### src/rtl/mcs_pkg.sv
`default_nettype none
package mcs_pkg;
  localparam int MEM_WORDS_DEF = 4096;
  localparam logic CMD_LOAD = 1'b0;

  localparam logic [2:0] ERR_OK    = 3'd0;
  localparam logic [2:0] ERR_ALIGN = 3'd1;
  localparam logic [2:0] ERR_OP    = 3'd2;
  localparam logic [2:0] ERR_FN    = 3'd3;
  localparam logic [2:0] ERR_DIV0  = 3'd4;

  localparam logic [5:0] OP_RTYPE = 6'h00;
  localparam logic [5:0] OP_J     = 6'h02;
  localparam logic [5:0] OP_JAL   = 6'h03;
  localparam logic [5:0] OP_BEQ   = 6'h04;
  localparam logic [5:0] OP_BNE   = 6'h05;
  localparam logic [5:0] OP_BLEZ  = 6'h06;
  localparam logic [5:0] OP_BGTZ  = 6'h07;
  localparam logic [5:0] OP_ADDI  = 6'h08;
  localparam logic [5:0] OP_ADDIU = 6'h09;
  localparam logic [5:0] OP_SLTI  = 6'h0a;
  localparam logic [5:0] OP_SLTIU = 6'h0b;
  localparam logic [5:0] OP_ANDI  = 6'h0c;
  localparam logic [5:0] OP_ORI   = 6'h0d;
  localparam logic [5:0] OP_XORI  = 6'h0e;
  localparam logic [5:0] OP_LUI   = 6'h0f;
  localparam logic [5:0] OP_LB    = 6'h20;
  localparam logic [5:0] OP_LH    = 6'h21;
  localparam logic [5:0] OP_LW    = 6'h23;
  localparam logic [5:0] OP_LBU   = 6'h24;
  localparam logic [5:0] OP_LHU   = 6'h25;
  localparam logic [5:0] OP_SB    = 6'h28;
  localparam logic [5:0] OP_SH    = 6'h29;
  localparam logic [5:0] OP_SW    = 6'h2b;

  localparam logic [5:0] FN_SLL  = 6'h00;
  localparam logic [5:0] FN_SRL  = 6'h02;
  localparam logic [5:0] FN_SRA  = 6'h03;
  localparam logic [5:0] FN_JR   = 6'h08;
  localparam logic [5:0] FN_SYS  = 6'h0c;
  localparam logic [5:0] FN_MFHI = 6'h10;
  localparam logic [5:0] FN_MFLO = 6'h12;
  localparam logic [5:0] FN_MULT = 6'h18;
  localparam logic [5:0] FN_DIV  = 6'h1a;
  localparam logic [5:0] FN_ADD  = 6'h20;
  localparam logic [5:0] FN_SUB  = 6'h22;
  localparam logic [5:0] FN_AND  = 6'h24;
  localparam logic [5:0] FN_OR   = 6'h25;
  localparam logic [5:0] FN_XOR  = 6'h26;
  localparam logic [5:0] FN_NOR  = 6'h27;
  localparam logic [5:0] FN_SLT  = 6'h2a;

  // controller -> datapath
  typedef struct packed {
    logic load_wr;   // write load word into memory
    logic fetch;     // issue memory read at pc
    logic latch_ir;  // capture instruction, read registers
    logic exec;      // evaluate instruction, issue data read
    logic mul_start;
    logic mul_step;
    logic div_start;
    logic div_step;
    logic commit;    // update state and result registers
    logic load_res;  // result for a load command
  } mcs_cmd_t;

  // datapath -> controller
  typedef struct packed {
    logic is_mult;
    logic is_div;
    logic div_last;
    logic mul_last;
  } mcs_stat_t;
endpackage
`default_nettype wire

### src/rtl/mcs_ctrl.sv
`default_nettype none
module mcs_ctrl (
  input  wire logic clk,
  input  wire logic rst,
  input  wire logic in_valid,
  output logic      in_ready,
  input  wire logic cmd,
  output logic      out_valid,
  input  wire logic out_ready,
  input  wire mcs_pkg::mcs_stat_t stat,
  output mcs_pkg::mcs_cmd_t ctl
);
  import mcs_pkg::*;

  localparam logic [2:0] S_IDLE  = 3'd0;
  localparam logic [2:0] S_FETCH = 3'd1;
  localparam logic [2:0] S_DEC   = 3'd2;
  localparam logic [2:0] S_EXEC  = 3'd3;
  localparam logic [2:0] S_MUL   = 3'd4;
  localparam logic [2:0] S_DIV   = 3'd5;
  localparam logic [2:0] S_WB    = 3'd6;

  logic [2:0] state, state_next;
  logic out_valid_next;
  logic acc;

  assign in_ready = (state == S_IDLE) && !out_valid;
  assign acc = in_valid && in_ready;

  always_comb begin
    ctl = '0;
    state_next = state;
    out_valid_next = out_valid && !out_ready;
    case (state)
      S_IDLE: begin
        if (acc) begin
          if (cmd == CMD_LOAD) begin
            ctl.load_wr = 1'b1;
            ctl.load_res = 1'b1;
            out_valid_next = 1'b1;
          end else begin
            ctl.fetch = 1'b1;
            state_next = S_FETCH;
          end
        end
      end
      S_FETCH: begin
        ctl.latch_ir = 1'b1;
        state_next = S_DEC;
      end
      S_DEC: begin
        ctl.exec = 1'b1;
        ctl.mul_start = stat.is_mult;
        ctl.div_start = stat.is_div;
        state_next = stat.is_mult ? S_MUL : (stat.is_div ? S_DIV : S_EXEC);
      end
      S_MUL: begin
        ctl.mul_step = 1'b1;
        if (stat.mul_last) state_next = S_WB;
      end
      S_DIV: begin
        ctl.div_step = 1'b1;
        if (stat.div_last) state_next = S_WB;
      end
      S_EXEC: begin
        state_next = S_WB;
      end
      S_WB: begin
        ctl.commit = 1'b1;
        out_valid_next = 1'b1;
        state_next = S_IDLE;
      end
      default: state_next = S_IDLE;
    endcase
  end

  always_ff @(posedge clk) begin
    if (rst) begin
      state <= S_IDLE;
      out_valid <= 1'b0;
    end else begin
      state <= state_next;
      out_valid <= out_valid_next;
    end
  end

  a_no_accept_busy: assert property (@(posedge clk) disable iff (rst)
    (state != S_IDLE) |-> !in_ready) else $error("accept while busy");
  a_wb_valid: assert property (@(posedge clk) disable iff (rst)
    (state == S_WB) |=> out_valid) else $error("commit without result");
  a_fetch_seq: assert property (@(posedge clk) disable iff (rst)
    (state == S_FETCH) |=> (state == S_DEC)) else $error("bad sequence");
endmodule
`default_nettype wire

### config.mk
export PLATFORM = sky130hd
export DESIGN_NAME = mcs_ctrl
export DESIGN_NICKNAME = d
export VERILOG_FILES = /design/src/rtl/mcs_pkg.sv /design/src/rtl/mcs_ctrl.sv
export SDC_FILE = /design/constraint.sdc
export NUM_CORES = 1
export LEC_CHECK = 0
export BUFFER_PORTS_ARGS = -buffer_cell sky130_fd_sc_hd__buf_2
export CAP_MARGIN = 20
export CORE_AREA = 2 2 39 41
export CTS_CLUSTER_SIZE = 28
export DETAILED_ROUTE_END_ITERATION = 6
export DIE_AREA = 0 0 41 43
export PLACE_DENSITY = 0.52
export SETUP_SLACK_MARGIN = 0.3
export SLEW_MARGIN = 30
export SYNTH_ARGS = -nofsm -noshare
export SYNTH_HDL_FRONTEND = slang
export SYNTH_SLANG_ARGS = --single-unit
### constraint.sdc
create_clock -name clk -period 1 [get_ports clk]
set_input_delay 0.05 -clock clk [delete_from_list [all_inputs] [get_ports clk]]
set_output_delay 0.05 -clock clk [all_outputs]
set_load 0.05 [all_outputs]
Word-level counts from Yosys, hierarchy flattened --
Cells that the tools add are included.
Storage, ports and cells: register bits 4, output and inout port bits 12, logic and storage cells 41, bits of input ports 9
Operators by class: reductions and logical operators 7, multiplexer cells 22, equality and inequality tests 10
Operators with widths (count):
- $mux 3 | 6
- $pmux 3 s6 | 1
- $mux 1 | 11
- $eq 3x3->1 const B | 3
- $ne 2x2->1 const B | 4
- $eq 3x2->1 const B | 2
- $mux 2 | 3
- $reduce_and 4->1 | 1
- $eq 3x1->1 const B | 1
- $logic_and 1x1->1 | 3
- $logic_not 3->1 | 1
- $logic_not 1->1 | 2
- $pmux 1 s2 | 1

Depth between registers and ports, before layout --
depth in word-level cells 5, depth in mapped cells 5, depth with buffers taken out 3

Worst setup path before layout --
No wires, ideal clock.
path kind reg-to-output, from register out_valid, to output ctl[9] in the netlist's numbering, data arrival time 1.960 ns, slack -1.010 ns, cell stages (with the launch flop) 5, cell sequence dfxtp_1 -> nor4_4 -> nand3b_1 -> inv_1 -> buf_4
RTL lines:
- start: declaration | RTL line mcs_ctrl.sv:8 | output logic out_valid,
- start signal: assignment | RTL line mcs_ctrl.sv:83 | out_valid <= out_valid_next;
- end: declaration | RTL line mcs_ctrl.sv:11 | output mcs_pkg::mcs_cmd_t ctl

==> report_table.html <==
<table>
<tr><th>Metric</th><th>Value</th></tr>
<tr><th colspan="2">Clock network</th></tr>
<tr><td>Deepest level of the CTS H-tree</td><td>1</td></tr>
<tr><td>Number of buffers on the longest clock path</td><td>2</td></tr>
<tr><td>Number of hold buffers added after cts</td><td>0</td></tr>
<tr><td>Clk_lat worst skew</td><td>~0.24 ns</td></tr>
<tr><td>CTS clock-pin slew for the worst setup and hold paths</td><td>~0.050 ns</td></tr>
<tr><td># clock sinks</td><td>4</td></tr>
<tr><td>CTS Root Cell</td><td>sky130_fd_sc_hd__clkbuf_4</td></tr>
<tr><td>Total CTS buffers</td><td>3</td></tr>
<tr><td>TritonCTS clock tree</td><td>yes</td></tr>
<tr><th colspan="2">Yosys</th></tr>
<tr><td>Synthesized instance count</td><td>35</td></tr>
<tr><td>Area contributors post-synth</td><td>sky130_fd_sc_hd__dfxtp_1 28%, sky130_fd_sc_hd__a21oi_1 8.8%, sky130_fd_sc_hd__nor4_4 7.5%</td></tr>
<tr><td>Share of async-settable or async-resettable flops after synthesis</td><td>0</td></tr>
<tr><td>Top cell type by total area after synthesis</td><td>sky130_fd_sc_hd__dfxtp_1</td></tr>
<tr><td>Number of nets produced by synthesis</td><td>44</td></tr>
<tr><td>Distinct cell type count of the synthesized netlist</td><td>20</td></tr>
<tr><td>Sequential share of the synthesized area</td><td>0.283</td></tr>
<tr><td>Number of storage elements in the synthesis netlist</td><td>4</td></tr>
<tr><td>Synth top area share</td><td>0.283</td></tr>
<tr><td>Post-synth EDFFs</td><td>0</td></tr>
<tr><td>Mapped cell area</td><td>283 µm²</td></tr>
<tr><td>Yosys Warn Count</td><td>0</td></tr>
<tr><td>Most used flip-flop cell after synthesis</td><td>sky130_fd_sc_hd__dfxtp_1</td></tr>
<tr><td>Synthesized area per cell</td><td>roughly 8.1 µm²</td></tr>
<tr><th colspan="2">Critical path</th></tr>
<tr><td>Data required, critical path</td><td>around 0.95 ns</td></tr>
<tr><td>Type of origin of the critical path</td><td>flop</td></tr>
<tr><td>R2r worst-path depth</td><td>5</td></tr>
<tr><td>Signal arrival time at the worst endpoint</td><td>~1.3 ns</td></tr>
<tr><td>CP Max Fanout</td><td>3</td></tr>
<tr><td>Beginning of the worst register-to-register path</td><td>out_valid</td></tr>
<tr><td>Endpoint of the most critical register-to-register path</td><td>out_valid</td></tr>
<tr><td>Capture point of the critical path</td><td>ctl[8]</td></tr>
<tr><td>Start point of the critical path</td><td>out_valid</td></tr>
<tr><td>Type of the worst setup path</td><td>reg2out</td></tr>
<tr><td>Worst setup slack for register-to-register paths</td><td>-0.25 ns</td></tr>
<tr><td>Worst setup EP type</td><td>output pin</td></tr>
<tr><th colspan="2">Status</th></tr>
<tr><td>Result of the run</td><td>finished with violations</td></tr>
<tr><td>Failing checks</td><td>setup timing</td></tr>
<tr><th colspan="2">Detailed routing</th></tr>
<tr><td>Total vias in the final route</td><td>361</td></tr>
<tr><td>Count of unresolved DRC violations after routing</td><td>0</td></tr>
<tr><td>Via-to-Cell Ratio</td><td>between 4 and 5</td></tr>
<tr><td>Count of TritonRoute iterations in the first routing pass</td><td>2</td></tr>
<tr><td>Antenna-violating nets left</td><td>0</td></tr>
<tr><td>Routed len/inst</td><td>between 10 and 15 µm</td></tr>
<tr><td>Post-detailed-routing wire length</td><td>929 µm</td></tr>
<tr><td>First-iteration detailed-routing DRC count</td><td>2</td></tr>
<tr><th colspan="2">STA</th></tr>
<tr><td>Final setup viols</td><td>15</td></tr>
<tr><td>Post-layout min period</td><td>between 1 and 1.5 ns</td></tr>
<tr><td>Worst Hold Slack</td><td>0.0329 ns</td></tr>
<tr><td>Number of max-slew violations in the final report</td><td>0</td></tr>
<tr><td>Fin Setup TNS</td><td>-3.26 ns</td></tr>
<tr><td>Final setup skew</td><td>about 0.013 ns</td></tr>
<tr><td>Final period util</td><td>1.39</td></tr>
<tr><td>Unrepaired setup endpoints after global routing</td><td>true</td></tr>
<tr><td>Number of hold violations in the final report</td><td>0</td></tr>
<tr><td>Maximum clock frequency</td><td>719 MHz</td></tr>
<tr><td>Worst-Margin Slew</td><td>0.242 ns</td></tr>
<tr><td>Setup WS post-layout</td><td>-0.390 ns</td></tr>
<tr><td>Slew margin rel.</td><td>0.838</td></tr>
<tr><th colspan="2">Global route</th></tr>
<tr><td>Grt ovf</td><td>0</td></tr>
<tr><td>Number of global-route vias before repair</td><td>roughly 360</td></tr>
<tr><td>First-pass GRT wire length</td><td>about 1.5 mm</td></tr>
<tr><td>Global-route usage over all layers</td><td>0.135</td></tr>
<tr><td>Largest net degree at the start of global routing</td><td>7</td></tr>
<tr><td>Initial antenna violation count</td><td>0</td></tr>
<tr><th colspan="2">Floorplanning</th></tr>
<tr><td>Die outline width</td><td>around 41 µm</td></tr>
<tr><td>Initial cell density of the core</td><td>0.204</td></tr>
<tr><td>Die footprint</td><td>between 0.0015 and 0.002 mm²</td></tr>
<tr><td>Core outline area</td><td>about 0.0014 mm²</td></tr>
<tr><td>Io pins</td><td>21</td></tr>
<tr><td>Row cnt</td><td>14</td></tr>
<tr><td>Die span in y</td><td>~43 µm</td></tr>
<tr><th colspan="2">Placement</th></tr>
<tr><td>Final weighted congestion of routability-driven global placement</td><td>between 0.6 and 0.7</td></tr>
<tr><td>Pre-CTS setup slack</td><td>-0.212 ns</td></tr>
<tr><td>Quantity of I/O buffers inserted on ports</td><td>20</td></tr>
<tr><td>Estimated wirelength of the detail-placed design</td><td>~600 µm</td></tr>
<tr><th colspan="2">Job</th></tr>
<tr><td>Count of max-cap constraint violations</td><td>0</td></tr>
<tr><th colspan="2">Finish</th></tr>
<tr><td>Area growth from synthesis to layout</td><td>150%</td></tr>
<tr><td>Net count, final</td><td>80</td></tr>
<tr><td>Ant diodes</td><td>0</td></tr>
<tr><td>Most frequent cells in the layout</td><td>9 x sky130_fd_sc_hd__buf_4, 8 x sky130_fd_sc_hd__buf_2, 8 x sky130_fd_sc_hd__buf_6</td></tr>
<tr><td>Most frequent standard cell in the layout excluding fill and tap cells</td><td>sky130_fd_sc_hd__buf_4</td></tr>
<tr><td>Share of layout cells above drive strength 1</td><td>0.757</td></tr>
<tr><th colspan="2">Power and ir drop</th></tr>
<tr><td>Power density over cell area</td><td>1180 mW/mm²</td></tr>
<tr><td>Worst ir drop on vdd</td><td>0.000654 V</td></tr>
<tr><td>Leakage power</td><td>about 0.00031 µW</td></tr>
<tr><th colspan="2">Min path</th></tr>
<tr><td>Class of the tightest hold or removal check</td><td>in2reg</td></tr>
</table>
-- worst min-delay path by stage --
stage                     slack (ns)  from  cells after the start        end
after floorplan                 0.11   rst                      1  out_valid
after detailed placement        0.29   rst                      2  out_valid
after CTS                       0.03   rst                      2  out_valid
after global routing            0.04   rst                      2  out_valid
after global placement          0.29   rst                      2  out_valid
final                           0.03   rst                      2  out_valid
-- cell type report --
class / count / area, µm²
Fill cell: 134 / 678
Timing Repair Buffer: 33 / 323
Multi-Input combinational cell: 26 / 225
Sequential cell: 4 / 92.6
Clock buffer: 4 / 26.3
Tap cell: 16 / 20.0
Inverter: 3 / 18.8
-- logic make-up (layout without fill, tap and decap cells) --
family / Yosys count / count (layout) / share of synthesized area
buffers and inverters: 5 / 40 / 0.0841
muxes: 1 / 1 / 0.0354
and+or+nand+nor: 17 / 17 / 0.438
DFF: 4 / 4 / 0.283
AOI/OAI and AO/OA: 8 / 8 / 0.159
-- cells in the mapped netlist, drive strengths merged, types with 2 or more instances --
master,n
a21oi,5
dfxtp,4
nor2,4
inv,3
and2,2
and3b,2
buf,2
nor2b,2
nor3b,2
-- report_power, final --
part	leakage (µW)	switching, µW	total (µW)	internal (µW)
logic	0.000263	216	419	203
clock network	0.0000150	74.2	224	150
registers	0.0000353	19.7	190	170
-- sequential cells by signal, indices dropped and copies added, names as in the netlist --
name / flops
state: 3
out_valid: 1
-- repair_timing --
item / CTS / global route
setup buffers: 2 / 4
cloned: 0 / 0
gates resized for setup: 31 / 10
endpoints found under the setup margin: 16 / 16
pin swaps: 3 / 2
-- routing by layer --
layer  track usage  share of wire  vias up
li1              -              -      189
met1         0.151           0.43      159
met2         0.206           0.51       13
met3        0.0942          0.059        0
met4        0.0200              0        0
met5             0              0        -
-- through the flow --
step / cells / util / cell area [µm²] / power, µW
after floorplan: 35 / - / 340 / 408
after global placement: 76 / 0.361 / 499 / 490
after detailed placement: 76 / 0.361 / 499 / 489
after CTS: 82 / 0.465 / 643 / 784
after global routing: 86 / 0.510 / 706 / 902
final: 86 / 0.510 / 706 / 834
-- worst max-delay path: stages, from the launching register on --
cell	delay [ns]
sky130_fd_sc_hd__dfxtp_4	0.35
sky130_fd_sc_hd__nor4_4	0.28
sky130_fd_sc_hd__nand3_1	0.19
sky130_fd_sc_hd__clkinvlp_4	0.10
sky130_fd_sc_hd__buf_4	0.18
Power figures use the tool's default switching activity.
